### src/hdl/cdq_pkg.sv
// ----------------------------------------------------------------------------
// cdq_pkg
// shared constants, opcodes and control types of the circular deque
// ----------------------------------------------------------------------------
package cdq_pkg;

	localparam int DEPTH_DEFAULT = 16;
	localparam int VALUE_W       = 32;
	localparam int OP_W          = 3;
	localparam int CAP_W         = 5;

	localparam logic [CAP_W-1:0]   CAP_RESET   = 5'd16;
	localparam logic [VALUE_W-1:0] EMPTY_VALUE = 32'hFFFF_FFFF;

	localparam logic [OP_W-1:0] OP_PUSH_FRONT = 3'd0;
	localparam logic [OP_W-1:0] OP_PUSH_BACK  = 3'd1;
	localparam logic [OP_W-1:0] OP_POP_FRONT  = 3'd2;
	localparam logic [OP_W-1:0] OP_POP_BACK   = 3'd3;
	localparam logic [OP_W-1:0] OP_QUERY      = 3'd4;

	typedef struct packed {
		logic latch;
		logic exec;
		logic rd_en;
	} cmd_t;

endpackage

### src/hdl/cdq_if.sv
// ----------------------------------------------------------------------------
// cdq_if
// valid/ready channels for deque requests and results
// ----------------------------------------------------------------------------
interface cdq_req_if;
	logic                              valid;
	logic                              ready;
	logic [cdq_pkg::OP_W-1:0]          opcode;
	logic signed [cdq_pkg::VALUE_W-1:0] value;

	modport source (output valid, output opcode, output value, input ready);
	modport sink   (input valid, input opcode, input value, output ready);
endinterface

interface cdq_rsp_if;
	logic                               valid;
	logic                               ready;
	logic                               done_res;
	logic signed [cdq_pkg::VALUE_W-1:0] front_value;
	logic signed [cdq_pkg::VALUE_W-1:0] rear_value;
	logic                               empty_res;
	logic                               full_res;

	modport source (output valid, output done_res, output front_value, output rear_value,
		output empty_res, output full_res, input ready);
	modport sink   (input valid, input done_res, input front_value, input rear_value,
		input empty_res, input full_res, output ready);
endinterface

### src/hdl/cdq_ram.sv
// ----------------------------------------------------------------------------
// cdq_ram
// generic ram, one write port, two registered read ports
// ----------------------------------------------------------------------------
module cdq_ram #(
	parameter int WIDTH = cdq_pkg::VALUE_W,
	parameter int DEPTH = cdq_pkg::DEPTH_DEFAULT
) (
	input  logic                                     clk,
	input  logic                                     we,
	input  logic [((DEPTH > 1) ? $clog2(DEPTH) : 1)-1:0] waddr,
	input  logic [WIDTH-1:0]                         wdata,
	input  logic                                     re,
	input  logic [((DEPTH > 1) ? $clog2(DEPTH) : 1)-1:0] raddr_a,
	input  logic [((DEPTH > 1) ? $clog2(DEPTH) : 1)-1:0] raddr_b,
	output logic [WIDTH-1:0]                         rdata_a,
	output logic [WIDTH-1:0]                         rdata_b
);

	logic [WIDTH-1:0] mem_q [DEPTH];

	always_ff @(posedge clk) begin
		if (we) begin
			mem_q[waddr] <= wdata;
		end
		if (re) begin
			rdata_a <= mem_q[raddr_a];
			rdata_b <= mem_q[raddr_b];
		end
	end

endmodule

### src/hdl/cdq_ctrl.sv
// ----------------------------------------------------------------------------
// cdq_ctrl
// sequencer: accept, update, slot read, result beat
// ----------------------------------------------------------------------------
module cdq_ctrl (
	input  logic          clk,
	input  logic          arst_n,
	input  logic          req_valid,
	output logic          req_ready,
	output logic          rsp_valid,
	input  logic          rsp_ready,
	output cdq_pkg::cmd_t cmd
);

	localparam logic [1:0] ST_IDLE = 2'd0;
	localparam logic [1:0] ST_EXEC = 2'd1;
	localparam logic [1:0] ST_READ = 2'd2;
	localparam logic [1:0] ST_RESP = 2'd3;

	logic [1:0] state_q;
	logic [1:0] state_nx;

	assign req_ready = (state_q == ST_IDLE);
	assign rsp_valid = (state_q == ST_RESP);

	always_comb begin
		cmd.latch = 1'b0;
		cmd.exec  = 1'b0;
		cmd.rd_en = 1'b0;
		state_nx  = state_q;
		case (state_q)
			ST_IDLE: begin
				if (req_valid) begin
					cmd.latch = 1'b1;
					state_nx  = ST_EXEC;
				end
			end
			ST_EXEC: begin
				cmd.exec = 1'b1;
				state_nx = ST_READ;
			end
			ST_READ: begin
				cmd.rd_en = 1'b1;
				state_nx  = ST_RESP;
			end
			ST_RESP: begin
				if (rsp_ready) begin
					state_nx = ST_IDLE;
				end
			end
			default: begin
				state_nx = ST_IDLE;
			end
		endcase
	end

	always_ff @(posedge clk or negedge arst_n) begin
		if (!arst_n) begin
			state_q <= ST_IDLE;
		end else begin
			state_q <= state_nx;
		end
	end

endmodule

### src/hdl/cdq_dp.sv
// ----------------------------------------------------------------------------
// cdq_dp
// ring pointers, entry count, capacity register and slot memory
// ----------------------------------------------------------------------------
module cdq_dp #(
	parameter int DEPTH = cdq_pkg::DEPTH_DEFAULT
) (
	input  logic                               clk,
	input  logic                               arst_n,
	input  cdq_pkg::cmd_t                      cmd,
	input  logic                               cfg_we,
	input  logic [cdq_pkg::CAP_W-1:0]          cfg_wdata,
	input  logic [cdq_pkg::OP_W-1:0]           req_opcode,
	input  logic signed [cdq_pkg::VALUE_W-1:0] req_value,
	output logic                               done_res,
	output logic signed [cdq_pkg::VALUE_W-1:0] front_value,
	output logic signed [cdq_pkg::VALUE_W-1:0] rear_value,
	output logic                               empty_res,
	output logic                               full_res
);

	localparam int AW   = (DEPTH > 1) ? $clog2(DEPTH) : 1;
	localparam int CW   = $clog2(DEPTH + 1);
	localparam int CMPW = (CW > cdq_pkg::CAP_W) ? CW : cdq_pkg::CAP_W;
	localparam logic [AW-1:0]   LAST_IDX = AW'(DEPTH - 1);
	localparam logic [CMPW-1:0] DEPTH_C  = CMPW'(DEPTH);

	function automatic logic [AW-1:0] ring_prev(input logic [AW-1:0] i);
		return (i == '0) ? LAST_IDX : i - AW'(1);
	endfunction

	function automatic logic [AW-1:0] ring_next(input logic [AW-1:0] i);
		return (i == LAST_IDX) ? '0 : i + AW'(1);
	endfunction

	logic [cdq_pkg::CAP_W-1:0]   capacity_q;
	logic [cdq_pkg::OP_W-1:0]    op_q;
	logic [cdq_pkg::VALUE_W-1:0] value_q;
	logic [AW-1:0]               head_q;
	logic [AW-1:0]               tail_q;
	logic [CW-1:0]               count_q;
	logic                        done_q;
	logic                        empty_q;
	logic                        full_q;

	logic [CMPW-1:0]             cap_ext;
	logic [CMPW-1:0]             eff_cap;
	logic                        is_full;
	logic                        is_empty;
	logic [AW-1:0]               head_nx;
	logic [AW-1:0]               tail_nx;
	logic [CW-1:0]               count_nx;
	logic                        done_nx;
	logic                        wr_en;
	logic [AW-1:0]               wr_addr;
	logic [cdq_pkg::VALUE_W-1:0] rdata_a;
	logic [cdq_pkg::VALUE_W-1:0] rdata_b;

	assign cap_ext  = CMPW'(capacity_q);
	assign eff_cap  = (cap_ext > DEPTH_C) ? DEPTH_C : cap_ext;
	assign is_full  = CMPW'(count_q) >= eff_cap;
	assign is_empty = (count_q == '0);

	always_comb begin
		head_nx  = head_q;
		tail_nx  = tail_q;
		count_nx = count_q;
		done_nx  = 1'b0;
		wr_en    = 1'b0;
		wr_addr  = tail_q;
		case (op_q)
			cdq_pkg::OP_PUSH_FRONT: begin
				if (!is_full) begin
					head_nx  = ring_prev(head_q);
					wr_en    = 1'b1;
					wr_addr  = ring_prev(head_q);
					count_nx = count_q + CW'(1);
					done_nx  = 1'b1;
				end
			end
			cdq_pkg::OP_PUSH_BACK: begin
				if (!is_full) begin
					tail_nx  = ring_next(tail_q);
					wr_en    = 1'b1;
					count_nx = count_q + CW'(1);
					done_nx  = 1'b1;
				end
			end
			cdq_pkg::OP_POP_FRONT: begin
				if (!is_empty) begin
					head_nx  = ring_next(head_q);
					count_nx = count_q - CW'(1);
					done_nx  = 1'b1;
				end
			end
			cdq_pkg::OP_POP_BACK: begin
				if (!is_empty) begin
					tail_nx  = ring_prev(tail_q);
					count_nx = count_q - CW'(1);
					done_nx  = 1'b1;
				end
			end
			cdq_pkg::OP_QUERY: begin
				done_nx = 1'b1;
			end
			default: begin
				done_nx = 1'b0;
			end
		endcase
	end

	always_ff @(posedge clk or negedge arst_n) begin
		if (!arst_n) begin
			capacity_q <= cdq_pkg::CAP_RESET;
			head_q     <= '0;
			tail_q     <= '0;
			count_q    <= '0;
		end else begin
			if (cfg_we) begin
				capacity_q <= cfg_wdata;
			end
			if (cmd.exec) begin
				head_q  <= head_nx;
				tail_q  <= tail_nx;
				count_q <= count_nx;
			end
		end
	end

	always_ff @(posedge clk) begin
		if (cmd.latch) begin
			op_q    <= req_opcode;
			value_q <= req_value;
		end
		if (cmd.exec) begin
			done_q  <= done_nx;
			empty_q <= (count_nx == '0);
			full_q  <= CMPW'(count_nx) >= eff_cap;
		end
	end

	cdq_ram #(
		.WIDTH (cdq_pkg::VALUE_W),
		.DEPTH (DEPTH)
	) u_ram (
		.clk     (clk),
		.we      (cmd.exec & wr_en),
		.waddr   (wr_addr),
		.wdata   (value_q),
		.re      (cmd.rd_en),
		.raddr_a (head_q),
		.raddr_b (ring_prev(tail_q)),
		.rdata_a (rdata_a),
		.rdata_b (rdata_b)
	);

	assign done_res    = done_q;
	assign empty_res   = empty_q;
	assign full_res    = full_q;
	assign front_value = empty_q ? signed'(cdq_pkg::EMPTY_VALUE) : signed'(rdata_a);
	assign rear_value  = empty_q ? signed'(cdq_pkg::EMPTY_VALUE) : signed'(rdata_b);

endmodule

### src/hdl/circular_deque.sv
// ----------------------------------------------------------------------------
// circular_deque
// double-ended queue of signed 32-bit entries held in a ring of slots
// ----------------------------------------------------------------------------
// One request beat is handled at a time: the accept state, an update state
// that moves the ring pointers and writes the slot memory, a read state for
// the registered two-port read of the front and rear slots, and the result
// beat, which holds until it is taken; the next request is taken in the cycle
// after that. The capacity register may be written only while no request is
// in flight; values above DEPTH act as DEPTH. No clearing pass runs after
// reset.
module circular_deque #(
	parameter int DEPTH = cdq_pkg::DEPTH_DEFAULT
) (
	input  logic                      clk,
	input  logic                      arst_n,
	cdq_req_if.sink                   req,
	cdq_rsp_if.source                 rsp,
	input  logic                      cfg_we,
	input  logic [cdq_pkg::CAP_W-1:0] cfg_wdata
);

	cdq_pkg::cmd_t cmd;

	cdq_ctrl u_ctrl (
		.clk       (clk),
		.arst_n    (arst_n),
		.req_valid (req.valid),
		.req_ready (req.ready),
		.rsp_valid (rsp.valid),
		.rsp_ready (rsp.ready),
		.cmd       (cmd)
	);

	cdq_dp #(
		.DEPTH (DEPTH)
	) u_dp (
		.clk         (clk),
		.arst_n      (arst_n),
		.cmd         (cmd),
		.cfg_we      (cfg_we),
		.cfg_wdata   (cfg_wdata),
		.req_opcode  (req.opcode),
		.req_value   (req.value),
		.done_res    (rsp.done_res),
		.front_value (rsp.front_value),
		.rear_value  (rsp.rear_value),
		.empty_res   (rsp.empty_res),
		.full_res    (rsp.full_res)
	);

endmodule

### src/flat_wrapper.sv
// flat-port wrapper written by rule: the top's interface ports become plain ports
module circular_deque_flat 
#(
	parameter int DEPTH = cdq_pkg::DEPTH_DEFAULT
)
  (clk, arst_n, cfg_we, cfg_wdata, req_valid, req_opcode, req_value, req_ready, rsp_valid, rsp_done_res, rsp_front_value, rsp_rear_value, rsp_empty_res, rsp_full_res, rsp_ready);
  cdq_req_if req_i ();
  cdq_rsp_if rsp_i ();
  input  logic clk;
  input  logic arst_n;
  input  logic cfg_we;
  input  logic [cdq_pkg::CAP_W-1:0] cfg_wdata;
  input wire logic [$bits(req_i.valid)-1:0] req_valid;
  input wire logic [$bits(req_i.opcode)-1:0] req_opcode;
  input wire logic [$bits(req_i.value)-1:0] req_value;
  output wire logic [$bits(req_i.ready)-1:0] req_ready;
  output wire logic [$bits(rsp_i.valid)-1:0] rsp_valid;
  output wire logic [$bits(rsp_i.done_res)-1:0] rsp_done_res;
  output wire logic [$bits(rsp_i.front_value)-1:0] rsp_front_value;
  output wire logic [$bits(rsp_i.rear_value)-1:0] rsp_rear_value;
  output wire logic [$bits(rsp_i.empty_res)-1:0] rsp_empty_res;
  output wire logic [$bits(rsp_i.full_res)-1:0] rsp_full_res;
  input wire logic [$bits(rsp_i.ready)-1:0] rsp_ready;
  assign req_i.valid = req_valid;
  assign req_i.opcode = req_opcode;
  assign req_i.value = req_value;
  assign req_ready = req_i.ready;
  assign rsp_valid = rsp_i.valid;
  assign rsp_done_res = rsp_i.done_res;
  assign rsp_front_value = rsp_i.front_value;
  assign rsp_rear_value = rsp_i.rear_value;
  assign rsp_empty_res = rsp_i.empty_res;
  assign rsp_full_res = rsp_i.full_res;
  assign rsp_i.ready = rsp_ready;
  circular_deque #(.DEPTH(DEPTH)) u_core (.clk(clk), .arst_n(arst_n), .req(req_i), .rsp(rsp_i), .cfg_we(cfg_we), .cfg_wdata(cfg_wdata));
endmodule
### config.mk
export PLATFORM = sky130hd
export DESIGN_NAME = circular_deque_flat
export DESIGN_NICKNAME = d
export VERILOG_FILES = /design/src/hdl/cdq_pkg.sv /design/src/hdl/cdq_if.sv /design/src/hdl/cdq_ram.sv /design/src/hdl/cdq_ctrl.sv /design/src/hdl/cdq_dp.sv /design/src/hdl/circular_deque.sv /design/src/flat_wrapper.sv
export SDC_FILE = /design/constraint.sdc
export NUM_CORES = 1
export LEC_CHECK = 0
export ABC_AREA = 1
export ABC_CLOCK_PERIOD_IN_PS = 11500
export BUFFER_PORTS_ARGS = -buffer_cell sky130_fd_sc_hd__buf_2
export CAP_MARGIN = 10
export CORE_MARGIN = 8
export CORE_UTILIZATION = 59
export DETAILED_ROUTE_END_ITERATION = 8
export GPL_ROUTABILITY_DRIVEN = 0
export PLACE_DENSITY_LB_ADDON = 0.3
export SLEW_MARGIN = 20
export SYNTH_ARGS = -nofsm -noshare
export SYNTH_HDL_FRONTEND = slang
export SYNTH_SLANG_ARGS = --single-unit
### constraint.sdc
create_clock -name clk -period 11.5 [get_ports clk]
set_clock_uncertainty 0.2 [all_clocks]
set_input_delay 1.15 -clock clk [delete_from_list [all_inputs] [get_ports clk]]
set_output_delay 1.15 -clock clk [all_outputs]
set_load 0.05 [all_outputs]
==> flow_summary_export.csv <==
group,metric,value,unit
run_status,status,"finished, violations left",
run_status,violations,"design-rule violations",
global_routing,grt_antenna_before_repair,0,
clocking,ctsHoldBuffers,0,
placed_design,portBuffers,113,
timing,finalSetupViolCount,0,
timing,hold_viol,0,
drt,drc,3,
clocking,clk_pin_slew,0.06,ns
drt,dr.pass1.iters,9,
power,p_total,0.0100,W
timing,tightest_slew,1.16,ns
die,start_util,59.4,%
placed_design,hpwlAfterDp,43500,µm
worst_setup_path,crit_cells,12,
worst_setup_path,crit_path_max_incr_delay,0.97,ns
die,die_w,243,µm
clocking,htreeDepth,3,
synth,postSynthAreaPerCell,10.5,µm²
clocking,numCtsBuffers,68,
worst_setup_path,ff2ff_setup_slack,6.27,ns
worst_setup_path,r2r-end,"u_core.u_dp.u_ram.mem_q[14][23]",
drt,drt_iter0_markers,3482,
drt,wl_per_cell,23.1,µm
timing,relSlewSlack,22.7,%
synth,syn_nets,2972,
synth,netlist_area,30400,µm²
worst_setup_path,arrival,5.25,ns
timing,setup_tns,0,ns
timing,layout_min_cycle_time,5.23,ns
cells_and_area,final_nets,2972,
synth,postSynthCellCount,2906,
global_routing,grt_max_degree,156,
worst_setup_path,cp_data_required_time,11.52,ns
die,placementRows,83,
drt,wl_met1,31700,µm
synth,synth.distinct_cells,38,
power,p_per_area,300,nW/µm²
synth,synth-edff-count,614,
global_routing,grt_pass1_wl,129000,µm
worst_setup_path,r2r-start,"u_core.u_dp.head_q[0]",
cells_and_area,drive_above_1_share,12.9,%
synth,ys_seq_area_share,62.4,%
global_routing,grt_pass1_vias,23100,
clocking,cts_tree,"done",
timing,slew_viol_final,0,
cells_and_area,fillers,3784,
synth,synth_seq_cells,634,
clocking,clkLatencyLatePin,0.59,ns
worst_setup_path,crit_slowest_cell,"dfrtp_4",
worst_setup_path,path_max_fanout,88,
global_routing,grt_overflow,0,
drt,dr_wl_met3,9310,µm
worst_setup_path,r2r_cells,12,
run,drv_cap,0,
worst_setup_path,endpoint,"u_core.u_dp.u_ram.mem_q[14][23]",
drt,met2_length,39200,µm
synth,async_reset_ff_share,3.15,%
die,core_area,51100,µm²
timing,fmax,191,MHz
clocking,root_buffer,"clkbuf_16",
drt,viasPerCell,6.51,
worst_setup_path,worst-setup-path-type,"flop to flop",
clocking,postCtsSetupRepairBufs,0,
worst_setup_path,critPathCaptureType,"flop",
power,ir_worst_vdd,0.293,mV
timing,period_share,45.5,%
die,die_y,243,µm
synth,yosysWarnings,0,
synth,synthFlopType,"edfxtp_1",
timing,rsz0062_at_grt,"no",
worst_setup_path,crit_family,"buffers and inverters",
global_routing,grt_use_total,27.5,%
worst_setup_path,setup.worst_path.start_class,"flop",
drt,vias,23700,
cells_and_area,diodes,0,
drt,top_layer,"met4",
power,power.leakage,12.0,nW
clocking,clockBufferDepth,3,
drt,wirelength,83800,µm
worst_hold_path,hold_path.class,"primary input to async pin",
die,die_area,59000,µm²
worst_setup_path,startpoint,"u_core.u_dp.head_q[0]",
clocking,cts_resized,0,
cells_and_area,syn_to_final_growth,10.0,%
die,num_io_pins,114,
drt,ant_nets,0,
worst_setup_path,crit_path_cell_trace,"clkinv_2, ha_1, nand2_1, nor2_1, nor2_1, inv_1, nand2_1, o21ai_0, inv_1, nand3_1, nor2_4, buf_4",
worst_setup_path,path_buf_inv,4,
clocking,clock_sinks,634,
==> flip-flops by register name, indices dropped and copies added (netlist names) <==
| register | count |
|---|---|
| u_core.u_dp.empty_res | 1 |
| u_core.u_dp.cap_ext | 5 |
| u_core.u_dp.op_q | 3 |
| u_core.u_dp.u_ram.mem_q | 512 |
| u_core.u_dp.u_ram.rdata_b | 32 |
| u_core.u_dp.full_res | 1 |
| u_core.u_ctrl.state_q | 2 |
| u_core.u_dp.u_ram.rdata_a | 32 |
| u_core.u_dp.tail_q | 4 |
| u_core.u_dp.head_q | 4 |
| u_core.u_dp.count_q | 5 |
| u_core.u_dp.value_q | 32 |
| u_core.u_dp.done_res | 1 |
==> synth_stat cells, drive strengths merged (2+ instances only) <==
cell	count	area [µm²]
edfxtp	614	18400
or2	65	407
clkinv	2	7.51
nand3	192	978
ha	21	263
o211ai	130	991
o221ai	56	490
o22ai	7	43.8
nand4	6	37.5
inv	274	1030
xor2	7	61.3
nor3	2	10.0
xnor2	2	17.5
nand2	240	903
a21oi	296	1580
o21ai	580	2900
mux2	2	22.5
nor2	160	603
clkbuf	145	547
dfrtp	19	475
buf	80	502
==> cells by family after synthesis <==
group	count (synthesis)	share of synthesized area, %
xor gates and xnor gates	9	0.260
and+or+nand+nor	665	9.68
DFF	634	62.4
muxes	2	0.0741
buffers and inverters	501	6.86
adders and majority gates	21	0.865
AOI/OAI and AO/OA	1074	19.9
==> through the flow <==
step | util (%) | hold slack [ns] | worst slack, ns | area [µm²] | instances
after floorplan | - | 0.305 | 7.55 | 30400 | 2906
after global placement | 61.1 | 0.331 | 6.50 | 31200 | 3514
after detailed placement | 61.1 | 0.341 | 6.41 | 31200 | 3514
after CTS | 65.3 | 0.318 | 6.37 | 33400 | 3634
after global routing | 65.4 | 0.351 | 6.04 | 33400 | 3636
final | 65.4 | 0.312 | 6.27 | 33400 | 3636
==> how the worst min path moves through the flow <==
stage                          endpoint  slack [ns]  cells past startpoint
3_3_place_gp     u_core.u_dp.cap_ext[2]        0.33                      1
6_report          u_core.u_dp.head_q[0]        0.31                      1
5_1_grt        u_core.u_ctrl.state_q[0]        0.35                      1
3_5_place_dp     u_core.u_dp.cap_ext[1]        0.34                      1
2_1_floorplan    u_core.u_dp.cap_ext[2]        0.30                      1
4_1_cts        u_core.u_ctrl.state_q[0]        0.32                      1
==> layer usage <==
metal	global-route usage, %	vias up
met3	5.26	296
met1	36.1	11200
met5	0	-
met2	43.5	1678
li1	-	10500
met4	14.3	0
==> placed cells by master (no fill, tap or decap), drive strengths merged <==
cell | synthesis | final
a31oi | 1 | 1
a21oi | 296 | 296
dfrtp | 19 | 19
nand4 | 6 | 6
xor2 | 7 | 7
clkbuf | 145 | 84
o211ai | 130 | 130
a22oi | 1 | 1
clkinvlp | 0 | 2
buf | 80 | 155
o22ai | 7 | 7
nor2 | 160 | 160
nand3 | 192 | 192
or2 | 65 | 65
o21ai | 580 | 580
o311ai | 1 | 1
a21boi | 1 | 1
nor3 | 2 | 2
mux2 | 2 | 2
o221ai | 56 | 56
bufinv | 0 | 5
ha | 21 | 21
edfxtp | 614 | 614
inv | 274 | 273
o21a | 1 | 1
clkinv | 2 | 32
xnor2 | 2 | 2
nand2 | 240 | 240
dfstp | 1 | 1
==> power breakdown <==
part	leakage (nW)	internal [W]	switching [W]
logic	5.19	0.00130	0.00344
clock network	1.06	0.00126	0.000878
registers	5.80	0.00294	0.000211
==> area by class of cell <==
cell class / instances / area, µm² / area share (%)
multi-input cells: 1771 / 9500 / 28.4
clock buffers: 84 / 1870 / 5.59
clock inverters: 36 / 290 / 0.869
well taps: 680 / 851 / 2.55
flip-flops and latches: 634 / 18900 / 56.7
inverters: 276 / 1040 / 3.12
repair buffers: 155 / 916 / 2.74
(Power assumes the default switching activity.)
